===== config.mk =====
export PLATFORM = sky130hd
export DESIGN_NAME = sparse_polynomial_add_sub
export DESIGN_NICKNAME = d
export VERILOG_FILES = /design/src/spas_pkg.sv /design/src/sparse_polynomial_add_sub.sv /design/src/spas_store.sv /design/src/spas_alu.sv
export SDC_FILE = /design/constraint.sdc
export NUM_CORES = 2
export LEC_CHECK = 0
export BUFFER_PORTS_ARGS = -buffer_cell sky130_fd_sc_hd__buf_2
export CORE_ASPECT_RATIO = 1.2
export CORE_MARGIN = 3
export CORE_UTILIZATION = 50
export CTS_BUF_LIST = sky130_fd_sc_hd__clkbuf_2
export CTS_CLUSTER_DIAMETER = 200
export DETAILED_ROUTE_END_ITERATION = 6
export GPL_ROUTABILITY_DRIVEN = 0
export PLACE_DENSITY_LB_ADDON = 0.08
export SLEW_MARGIN = 20
export SYNTH_ARGS = -nofsm -noshare
export SYNTH_HDL_FRONTEND = slang
export SYNTH_SLANG_ARGS = --single-unit

===== constraint.sdc =====
create_clock -name clk -period 9.14 [get_ports clk]
set_clock_uncertainty 0.1 [all_clocks]
set_input_delay 0.914 -clock clk [delete_from_list [all_inputs] [get_ports clk]]
set_output_delay 0.914 -clock clk [all_outputs]
set_load 0.01 [all_outputs]

===== src/spas_pkg.sv =====
// shared types and constants for the sparse polynomial add/sub block
package spas_pkg;

    localparam int COEF_W = 24;
    localparam int EXP_W  = 16;
    localparam int RES_W  = 25;
    localparam int OP_W   = 2;
    localparam int IN_TDATA_W  = 48;
    localparam int OUT_TDATA_W = 48;

    typedef enum logic [OP_W-1:0] {
        OP_LOAD_A = 2'd0,
        OP_LOAD_B = 2'd1,
        OP_ADD    = 2'd2,
        OP_SUB    = 2'd3
    } op_t;

    typedef enum logic {
        ST_IDLE  = 1'b0,
        ST_MERGE = 1'b1
    } state_t;

    typedef struct packed {
        logic                     take_a;
        logic                     take_b;
        logic signed [RES_W-1:0]  coef;
        logic signed [EXP_W-1:0]  exp;
    } step_t;

endpackage


===== src/sparse_polynomial_add_sub.sv =====
// top level: term loading, merge sequencer and output register
//
// channel  dir  beat contents
// s_*      in   tdata: opcode[1:0], coefficient[25:2], exponent[41:26]
// m_*      out  tdata: result_coefficient[24:0], result_exponent[40:25];
//               tlast: last_term; tuser: zero_polynomial
//
// loads may come back to back; the stores insert in sorted order
// a compute runs one merge step per cycle while the output register is free, through
// the shared add/compare unit, where steps = na + nb - matched exponent pairs
// m_tready low stalls the merge; s_tready stays low until the last beat is registered
// reset empties both stores and the output register
module sparse_polynomial_add_sub #(
    parameter int MAX_TERMS = 16
) (
    input  logic                                  clk,
    input  logic                                  rst_n,
    input  logic                                  s_tvalid,
    output logic                                  s_tready,
    // opcode, coefficient, exponent, zero pad
    input  logic [spas_pkg::IN_TDATA_W-1:0]       s_tdata,
    output logic                                  m_tvalid,
    input  logic                                  m_tready,
    // result_coefficient, result_exponent, zero pad
    output logic [spas_pkg::OUT_TDATA_W-1:0]      m_tdata,
    output logic                                  m_tlast,
    // zero_polynomial
    output logic                                  m_tuser
);

    localparam int CNT_W = $clog2(MAX_TERMS + 1);
    localparam int IDX_W = (MAX_TERMS > 1) ? $clog2(MAX_TERMS) : 1;
    localparam int PAD_W = spas_pkg::OUT_TDATA_W - spas_pkg::RES_W - spas_pkg::EXP_W;

    spas_pkg::op_t                       in_op;
    logic signed [spas_pkg::COEF_W-1:0]  in_coef;
    logic signed [spas_pkg::EXP_W-1:0]   in_exp;
    logic                                in_fire;

    spas_pkg::state_t state_reg;
    spas_pkg::state_t state_next;

    logic [CNT_W-1:0] ia_reg;
    logic [CNT_W-1:0] ia_next;
    logic [CNT_W-1:0] jb_reg;
    logic [CNT_W-1:0] jb_next;
    logic             sub_reg;
    logic             sub_next;

    logic                               pend_valid_reg;
    logic                               pend_valid_next;
    logic signed [spas_pkg::RES_W-1:0]  pend_coef_reg;
    logic signed [spas_pkg::RES_W-1:0]  pend_coef_next;
    logic signed [spas_pkg::EXP_W-1:0]  pend_exp_reg;
    logic signed [spas_pkg::EXP_W-1:0]  pend_exp_next;

    logic                               out_valid_reg;
    logic                               out_valid_next;
    logic signed [spas_pkg::RES_W-1:0]  out_coef_reg;
    logic signed [spas_pkg::RES_W-1:0]  out_coef_next;
    logic signed [spas_pkg::EXP_W-1:0]  out_exp_reg;
    logic signed [spas_pkg::EXP_W-1:0]  out_exp_next;
    logic                               out_last_reg;
    logic                               out_last_next;
    logic                               out_zero_reg;
    logic                               out_zero_next;

    logic                               load_a;
    logic                               load_b;
    logic                               start;
    logic                               step_go;
    logic                               finish;
    logic                               out_free;
    logic                               a_avail;
    logic                               b_avail;
    logic                               merge_done;

    logic signed [spas_pkg::COEF_W-1:0] a_coef;
    logic signed [spas_pkg::EXP_W-1:0]  a_exp;
    logic signed [spas_pkg::COEF_W-1:0] b_coef;
    logic signed [spas_pkg::EXP_W-1:0]  b_exp;
    logic [CNT_W-1:0]                   count_a;
    logic [CNT_W-1:0]                   count_b;
    spas_pkg::step_t                    step;

    assign in_op   = spas_pkg::op_t'(s_tdata[spas_pkg::OP_W-1:0]);
    assign in_coef = s_tdata[spas_pkg::OP_W +: spas_pkg::COEF_W];
    assign in_exp  = s_tdata[spas_pkg::OP_W + spas_pkg::COEF_W +: spas_pkg::EXP_W];
    assign in_fire = s_tvalid && s_tready;

    assign out_free   = !out_valid_reg || m_tready;
    assign a_avail    = ia_reg < count_a;
    assign b_avail    = jb_reg < count_b;
    assign merge_done = !a_avail && !b_avail;

    spas_store #(
        .DEPTH (MAX_TERMS)
    ) u_store_a (
        .clk     (clk),
        .rst_n   (rst_n),
        .load    (load_a),
        .clear   (finish),
        .in_coef (in_coef),
        .in_exp  (in_exp),
        .rd_idx  (ia_reg[IDX_W-1:0]),
        .rd_coef (a_coef),
        .rd_exp  (a_exp),
        .count   (count_a)
    );

    spas_store #(
        .DEPTH (MAX_TERMS)
    ) u_store_b (
        .clk     (clk),
        .rst_n   (rst_n),
        .load    (load_b),
        .clear   (finish),
        .in_coef (in_coef),
        .in_exp  (in_exp),
        .rd_idx  (jb_reg[IDX_W-1:0]),
        .rd_coef (b_coef),
        .rd_exp  (b_exp),
        .count   (count_b)
    );

    spas_alu u_alu (
        .a_avail (a_avail),
        .b_avail (b_avail),
        .sub     (sub_reg),
        .a_coef  (a_coef),
        .a_exp   (a_exp),
        .b_coef  (b_coef),
        .b_exp   (b_exp),
        .step    (step)
    );

    // next state
    always_comb
    begin
        state_next = state_reg;
        unique case (state_reg)
            spas_pkg::ST_IDLE:
            begin
                if (in_fire && (in_op == spas_pkg::OP_ADD || in_op == spas_pkg::OP_SUB))
                    state_next = spas_pkg::ST_MERGE;
            end
            spas_pkg::ST_MERGE:
            begin
                if (merge_done && out_free)
                    state_next = spas_pkg::ST_IDLE;
            end
            default:
                state_next = spas_pkg::ST_IDLE;
        endcase
    end

    // control outputs
    always_comb
    begin
        s_tready = 1'b0;
        load_a   = 1'b0;
        load_b   = 1'b0;
        start    = 1'b0;
        step_go  = 1'b0;
        finish   = 1'b0;
        unique case (state_reg)
            spas_pkg::ST_IDLE:
            begin
                s_tready = 1'b1;
                load_a   = in_fire && (in_op == spas_pkg::OP_LOAD_A);
                load_b   = in_fire && (in_op == spas_pkg::OP_LOAD_B);
                start    = in_fire && (in_op == spas_pkg::OP_ADD || in_op == spas_pkg::OP_SUB);
            end
            spas_pkg::ST_MERGE:
            begin
                step_go = out_free && !merge_done;
                finish  = out_free && merge_done;
            end
            default:
            begin
                s_tready = 1'b0;
            end
        endcase
    end

    // datapath next values
    always_comb
    begin
        ia_next         = ia_reg;
        jb_next         = jb_reg;
        sub_next        = sub_reg;
        pend_valid_next = pend_valid_reg;
        pend_coef_next  = pend_coef_reg;
        pend_exp_next   = pend_exp_reg;
        out_valid_next  = out_valid_reg && !m_tready;
        out_coef_next   = out_coef_reg;
        out_exp_next    = out_exp_reg;
        out_last_next   = out_last_reg;
        out_zero_next   = out_zero_reg;

        if (start)
        begin
            ia_next         = '0;
            jb_next         = '0;
            sub_next        = (in_op == spas_pkg::OP_SUB);
            pend_valid_next = 1'b0;
        end

        if (step_go)
        begin
            ia_next = ia_reg + CNT_W'(step.take_a);
            jb_next = jb_reg + CNT_W'(step.take_b);
            if (step.coef != '0)
            begin
                pend_valid_next = 1'b1;
                pend_coef_next  = step.coef;
                pend_exp_next   = step.exp;
                if (pend_valid_reg)
                begin
                    out_valid_next = 1'b1;
                    out_coef_next  = pend_coef_reg;
                    out_exp_next   = pend_exp_reg;
                    out_last_next  = 1'b0;
                    out_zero_next  = 1'b0;
                end
            end
        end

        if (finish)
        begin
            pend_valid_next = 1'b0;
            out_valid_next  = 1'b1;
            out_last_next   = 1'b1;
            out_zero_next   = !pend_valid_reg;
            out_coef_next   = pend_valid_reg ? pend_coef_reg : '0;
            out_exp_next    = pend_valid_reg ? pend_exp_reg : '0;
        end
    end

    always_ff @(posedge clk or negedge rst_n)
    begin
        if (!rst_n)
        begin
            state_reg      <= spas_pkg::ST_IDLE;
            ia_reg         <= '0;
            jb_reg         <= '0;
            sub_reg        <= 1'b0;
            pend_valid_reg <= 1'b0;
            out_valid_reg  <= 1'b0;
        end else begin
            state_reg      <= state_next;
            ia_reg         <= ia_next;
            jb_reg         <= jb_next;
            sub_reg        <= sub_next;
            pend_valid_reg <= pend_valid_next;
            out_valid_reg  <= out_valid_next;
        end
    end

    always_ff @(posedge clk)
    begin
        pend_coef_reg <= pend_coef_next;
        pend_exp_reg  <= pend_exp_next;
        out_coef_reg  <= out_coef_next;
        out_exp_reg   <= out_exp_next;
        out_last_reg  <= out_last_next;
        out_zero_reg  <= out_zero_next;
    end

    assign m_tvalid = out_valid_reg;
    assign m_tdata  = {{PAD_W{1'b0}}, out_exp_reg, out_coef_reg};
    assign m_tlast  = out_last_reg;
    assign m_tuser  = out_zero_reg;

endmodule


===== src/spas_store.sv =====
// term store kept sorted by descending exponent, insertion after equal exponents
module spas_store #(
    parameter int DEPTH = 16
) (
    input  logic                                  clk,
    input  logic                                  rst_n,
    input  logic                                  load,
    input  logic                                  clear,
    input  logic signed [spas_pkg::COEF_W-1:0]    in_coef,
    input  logic signed [spas_pkg::EXP_W-1:0]     in_exp,
    input  logic [((DEPTH > 1) ? $clog2(DEPTH) : 1)-1:0] rd_idx,
    output logic signed [spas_pkg::COEF_W-1:0]    rd_coef,
    output logic signed [spas_pkg::EXP_W-1:0]     rd_exp,
    output logic [$clog2(DEPTH+1)-1:0]            count
);

    localparam int CNT_W = $clog2(DEPTH + 1);

    logic signed [spas_pkg::COEF_W-1:0] coef_reg [DEPTH];
    logic signed [spas_pkg::EXP_W-1:0]  exp_reg  [DEPTH];
    logic [CNT_W-1:0]                   count_reg;
    logic [CNT_W-1:0]                   count_next;
    logic [DEPTH-1:0]                   ge;
    logic                               wr_en;

    assign wr_en = load && (count_reg < CNT_W'(DEPTH));

    for (genvar k = 0; k < DEPTH; k++) begin : g_entry
        assign ge[k] = (CNT_W'(k) < count_reg) && (exp_reg[k] >= in_exp);

        if (k == 0) begin : g_head
            always_ff @(posedge clk)
            begin
                if (wr_en && !ge[k])
                begin
                    coef_reg[k] <= in_coef;
                    exp_reg[k]  <= in_exp;
                end
            end
        end else begin : g_body
            always_ff @(posedge clk)
            begin
                if (wr_en && !ge[k])
                begin
                    if (ge[k-1])
                    begin
                        coef_reg[k] <= in_coef;
                        exp_reg[k]  <= in_exp;
                    end else begin
                        coef_reg[k] <= coef_reg[k-1];
                        exp_reg[k]  <= exp_reg[k-1];
                    end
                end
            end
        end
    end

    always_comb
    begin
        count_next = count_reg;
        if (clear)
            count_next = '0;
        else if (wr_en)
            count_next = count_reg + CNT_W'(1);
    end

    always_ff @(posedge clk or negedge rst_n)
    begin
        if (!rst_n)
            count_reg <= '0;
        else
            count_reg <= count_next;
    end

    assign rd_coef = coef_reg[rd_idx];
    assign rd_exp  = exp_reg[rd_idx];
    assign count   = count_reg;

endmodule


===== src/spas_alu.sv =====
// shared compare and add/subtract unit for one merge step
module spas_alu (
    input  logic                               a_avail,
    input  logic                               b_avail,
    input  logic                               sub,
    input  logic signed [spas_pkg::COEF_W-1:0] a_coef,
    input  logic signed [spas_pkg::EXP_W-1:0]  a_exp,
    input  logic signed [spas_pkg::COEF_W-1:0] b_coef,
    input  logic signed [spas_pkg::EXP_W-1:0]  b_exp,
    output spas_pkg::step_t                    step
);

    logic                              eq;
    logic                              b_only;
    logic                              use_a;
    logic                              use_b;
    logic signed [spas_pkg::RES_W-1:0] op_a;
    logic signed [spas_pkg::RES_W-1:0] op_b;

    always_comb
    begin
        eq     = a_avail && b_avail && (a_exp == b_exp);
        b_only = !eq && b_avail && (!a_avail || (a_exp < b_exp));
        use_a  = a_avail && !b_only;
        use_b  = eq || b_only;
        op_a   = use_a ? {a_coef[spas_pkg::COEF_W-1], a_coef} : '0;
        op_b   = use_b ? {b_coef[spas_pkg::COEF_W-1], b_coef} : '0;

        step.take_a = use_a;
        step.take_b = use_b;
        step.coef   = sub ? (op_a - op_b) : (op_a + op_b);
        step.exp    = use_a ? a_exp : b_exp;
    end

endmodule

---- Word-level counts from Yosys, hierarchy flattened ----
Memory sizes are Yosys's and may differ from the RTL's.
Cells that the tools add are included.
Widths: inputs -> output; s select.
storage, ports and cells
  register bits after elaboration ......... 108
  memory bits (writable) .................. 1,280
  memories kept ........................... 4
memory list
  name                depth  bits a word  rd ports  clocked after memory_dff  write ports  line              RTL
  u_store_a.coef_reg  16     24           16        0                         16           spas_store.sv:19  logic signed [spas_pkg::COEF_W-1:0] coef_reg [DEPTH];
  u_store_b.coef_reg  16     24           16        0                         16           spas_store.sv:19
  u_store_a.exp_reg   16     16           17        0                         16           spas_store.sv:20  logic signed [spas_pkg::EXP_W-1:0] exp_reg [DEPTH];
  u_store_b.exp_reg   16     16           17        0                         16           spas_store.sv:20
operators by class
  add/subtract/negate cells ............... 6
  magnitude comparators ................... 69
  equal/unequal tests ..................... 4
  multiplexer cells ....................... 286
  bitwise gates (word level) .............. 61
  reduce and logical (&&, ||, !) cells .... 134
operator list
  kind                 count
  $mux 24              30
  $mux 16              36
  $ge 16x16->1         32
  $mux 1               204
  $mux 25              8
  $lt 4x5->1 const A   16
  $logic_and 1x1->1    79
  $or 1x1->1           60
  $logic_not 1->1      40
  $lt 3x5->1 const A   8
  $mux 5               7
  $add 25x25->25       1
  $reduce_bool 25->1   1
  $sub 25x25->25       1
  $lt 1x5->1 const A   4
  $lt 2x5->1 const A   4
  $eq 16x16->1         1
  $lt 16x16->1         1
  $reduce_bool 2->1    6
  $add 5x1->5          2
  $add 5x1->5 const B  2
  $lt 5x5->1           2
  $lt 5x5->1 const B   2
  $reduce_and 3->1     2
  other kinds (7)      11

---- Logic depth before layout (Yosys ltp) ----
  depth in word-level cells ............... 15
  depth in mapped cells ................... 37
  gate-level depth less buffers ........... 28

---- Modules after synthesis ----
From an unflattened synthesis, not the netlist that was laid out.
unflattened totals
  cell total of the unflattened synthesis .. 5,469
  area total of the unflattened synthesis .. 82,446.6 µm²
modules (own cells, without submodules)
  module                     instances  cells an instance  area an instance (µm²)  sequential area each (µm²)
  spas_store (u_store_a)     1          2,491              38,057.8                19,343.6
  spas_store (u_store_b)     1          2,329              37,661.1                19,343.6
  sparse_polynomial_add_sub  1          253                4,057.6                 2,862.7
  spas_alu                   1          396                2,670.1                 0.0

---- Worst setup path before layout ----
OpenSTA, ideal clock, no wires.
  kind .................................... flip-flop to flip-flop
  start point ............................. register jb_reg[0]
  end point ............................... register pend_coef_reg[0] (netlist name), enable pin
  library setup time ...................... 441 ps
  arrival ................................. 9,458 ps
  data required time ...................... 8,599 ps
  slack ................................... -859 ps
  stages on the path, launching flop included .. 36
  cell sequence ........................... dfrtp_1 > buf_6 > buf_6 > buf_6 > buf_6 > buf_2 > buf_1 > mux4_2 > mux4_2 > inv_1 > ha_1 > nand4_1 > or2_2 > or3_1 > nand2_1 > o31ai_1 > inv_1 > clkbuf_1 > nand2_1 > ha_1 > clkbuf_1 > and3_1 > a2111oi_0 > nor2_1 > ha_1 > clkbuf_1 > a21o_1 > a21o_1 > a21oi_1 > o22ai_1 > o31ai_1 > a21oi_1 > xnor2_1 > xor2_2 > nor4bb_4 > nor2_1
RTL lines
  item                    line                              RTL
  from (decl)             sparse_polynomial_add_sub.sv:45   logic [CNT_W-1:0] jb_reg;
  from (signal assigned)  sparse_polynomial_add_sub.sv:253  jb_reg <= jb_next;
  to (signal assigned)    sparse_polynomial_add_sub.sv:262  pend_coef_reg <= pend_coef_next;
  to (decl)               sparse_polynomial_add_sub.sv:52   logic signed [spas_pkg::RES_W-1:0] pend_coef_reg;

---- Worst setup path in the final report ----
  start point ............................. register ia_reg[0]
  end point ............................... register out_exp_reg[2] (netlist name), enable pin
on the way
  longest elaborated chain between the ends .. 14
ends and longest elaborated chain
  item                                                                     line                              RTL
  from (decl)                                                              sparse_polynomial_add_sub.sv:43   logic [CNT_W-1:0] ia_reg;
  from (signal assigned)                                                   sparse_polynomial_add_sub.sv:252  ia_reg <= ia_next;
  parallel branches: the longest is 13 deep, another holds $add 25x25->25  --
  $reduce_and 3->1 (no source line) *                                      --
  to (signal assigned)                                                     sparse_polynomial_add_sub.sv:265  out_exp_reg <= out_exp_next;
  to (decl)                                                                sparse_polynomial_add_sub.sv:61   logic signed [spas_pkg::EXP_W-1:0] out_exp_reg;
Every way passes the cells marked *.
A chain may end at the register's enable or synchronous reset.

==> run summary <==
WHS: 0.279 ns
RSZ-0062 raised after global routing: no
DRT iter0 DRCs: 4961
Layout Cells excl Fill: 8133
final setup margin: 0.377 ns
TritonCTS buffer count: 376
power density cells: 270 mW/mm^2
drt wl/cell: 31.9 um
number of enable flip-flop cells after synthesis: 1363
dominant synthesized flop cell: edfxtp_1
Synth Cell Area: 0.0807 mm^2
Rows: 160
crit path DAT: 10.18 ns
final hold vios: 0
Fmax: 114 MHz
Distinct cells, synth: 91
Worst Path Required: 10.55 ns
Worst Path Max Fanout: 20
grt total ovfl: 0
Hold Path Origin: s_tdata[32]
FF+latch count, synth: 1388
Setup crit start: ia_reg[0]
Crit Path Class: reg2reg
CP Launch Type: register
total number of vias: 52619
fin nets: 6346
DIE HEIGHT: 446 um
Static Leak: 31.5 nW
Synth Area in Adders: 8.32%
total core area: 0.159 mm^2
Worst-path clk slew: 0.09 ns
Cell Area, Placed: 0.0840 mm^2
Peak supply drop: 0.509 mV
max cap viols: 0
htree depth: 5
min cycle time layout: 8.76 ns
dpl ws: 0.164 ns
Max clock buf depth: 4
area added between synthesis and finish: 9.21%
Setup violations, final: 0
failing checks: design-rule violations
status: complete, but fails checks
DR pass1 iterations: 7
crit path max-delay cell type: dfrtp_4
Synth area leaders: edfxtp_1 (51%), mux2_2 (16%), mux4_2 (11%)
fin crit share: 95.9%
Final Instance Area: 0.0882 mm^2
clock sink total: 1388
compound-gate portion of the synthesized area: 5.47%
first-pass GRT wire length: 375000 um
setup total negative slack: 0 ns
largest net degree at the start of global routing: 101
Initial Util: 50.7%
Hold WC Path Type: in2reg
initial antenna violation count: 13
vias in the first global route: 53875
I/O pin count: 104
mean area per synthesized cell: 14.9 um^2
worst flop-to-flop path startpoint: ia_reg[0]
commonest cells in the synthesized netlist: edfxtp_1 (1363), mux2_2 (1182), ha_1 (535)
worst stage delay on the critical path: 0.61 ns
largest family of logic cells by synthesized area: multiplexers
clk_lat worst skew: 1.89 ns
gr usage total: 30.8%
CTS tree: built
dpl hpwl: 162000 um
Seq/Total Area, Yosys: 51.5%
post-synthesis mux area share: 27.2%
WL final: 259000 um
worst slew pin tran: 1.25 ns
Slew Viols, Final: 0
Gate Count Post-Synth: 5421
number of routed nets with antenna violations: 0
dpl cells: 7390
Post-Synth XOR/XNOR Area: 0.378%
Root Buffer: clkbuf_2
IO Port Bufs: 90
number of synthesis warnings: 0
cell with the most instances after synthesis: edfxtp_1
Yosys top cell area share: 50.7%
Die X: 373 um
DR DRC count: 1
Vias/cell: 6.47
Rel. slew slack: 16.9%
die area: 0.166 mm^2
async set-or-reset flop fraction in the synthesized netlist: 1.73%
leading area contributor after synthesis: edfxtp_1
simple-gate share of the synthesized area: 4.66%
nature of the critical path endpoint: register
layout cells sized above 1: 41.2%
==> routing by layer <==
metal,share of wire (%),wire length (um),track usage (%)
met5,0.019,49,0
met4,4.4,11300,13.3
met3,6.6,17100,5.54
met2,50,129000,52.4
met1,39,102000,38.7
==> worst max-delay path, delay by kind of cell (launching register included) <==
family | cells | cell delay [ns]
AO/OA/AOI/OAI | 11 | 2.87
adder cells (fa/ha/maj) | 3 | 0.96
AND/OR/NAND/NOR | 9 | 1.90
buffers and inverters | 5 | 0.88
multiplexers | 2 | 1.11
flip-flops | 1 | 0.61
==> cell usage in the layout (no fill, tap or decap), types with 20 or more instances in the layout <==
cell type and count:
nor2b_1 137, nor2_4 20, a31oi_1 21, mux4_2 381, mux2_2 1182, nand2b_1 36
nand4_1 78, o21a_1 72, nor3_1 22, dlygate4sd3_1 91, inv_1 111, clkbuf_2 535
buf_4 138, nand2_1 141, buf_2 91, edfxtp_1 1363, a21oi_1 149, a21o_1 95
clkinv_1 73, ha_1 535, nand3_1 61, nor2_1 120, xnor2_1 25, o21ai_0 159
==> cells by family (layout without fill, tap and decap cells) <==
| group | count (synthesis) | after routing |
|---|---|---|
| AO/OA/AOI/OAI | 677 | 677 |
| XOR/XNOR | 34 | 34 |
| adder cells (fa/ha/maj) | 536 | 536 |
| buffers and inverters | 503 | 1088 |
| flip-flops | 1388 | 1388 |
| multiplexers | 1567 | 1567 |
| other | 1 | 22 |
| AND/OR/NAND/NOR | 715 | 715 |
==> power breakdown <==
| group | switching, W | leakage, nW | total (W) | internal (W) |
|---|---|---|---|---|
| sequential | 0.000236 | 12.6 | 0.00783 | 0.00759 |
| clock | 0.00276 | 2.46 | 0.00441 | 0.00164 |
| combinational | 0.00682 | 16.4 | 0.0116 | 0.00477 |
| total | 0.00982 | 31.5 | 0.0238 | 0.0140 |
==> path summary, 6_finish.rpt <==
path / endpoint / slack [ns] / depth (start not counted)
min reg2reg: u_store_a.coef_reg[11][5] / 0.41 / 1
max reg2reg: out_exp_reg[2] / 0.38 / 30
max: out_exp_reg[2] / 0.38 / 30
min in group asynchronous: state_reg / 0.80 / 5
min: u_store_a.exp_reg[0][6] / 0.28 / 2
max in group asynchronous: ia_reg[1] / 7.85 / 5
==> metrics by stage <==
| stage | power (W) | utilization, % |
|---|---|---|
| 3_5_place_dp | 0.0194 | 52.7 |
| 6_report | 0.0238 | 55.3 |
| 5_1_grt | 0.0251 | 55.3 |
| 4_1_cts | 0.0239 | 55.2 |
| 2_1_floorplan | 0.0156 | - |
| 3_3_place_gp | 0.0193 | 52.7 |
==> cell type report <==
class / count / area (um^2)
Fill cell: 13294 / 71200
Sequential cell: 1388 / 41600
Multi-Input combinational cell: 3536 / 37600
Timing Repair Buffer: 336 / 2740
Clock buffer: 535 / 2680
Tap cell: 2106 / 2640
Clock inverter: 97 / 467
Inverter: 120 / 450
Antenna cell: 15 / 37.5
==> timing repair <==
| item | CTS | global route |
|---|---|---|
| hold endpoints to repair | 1513 | 0 |
| hold buffers | 92 | 0 |
| gates resized for setup | 0 | 6 |
| setup buffers | 0 | 3 |
| endpoints found under the setup margin | 0 | 85 |
(Power assumes the default switching activity.)
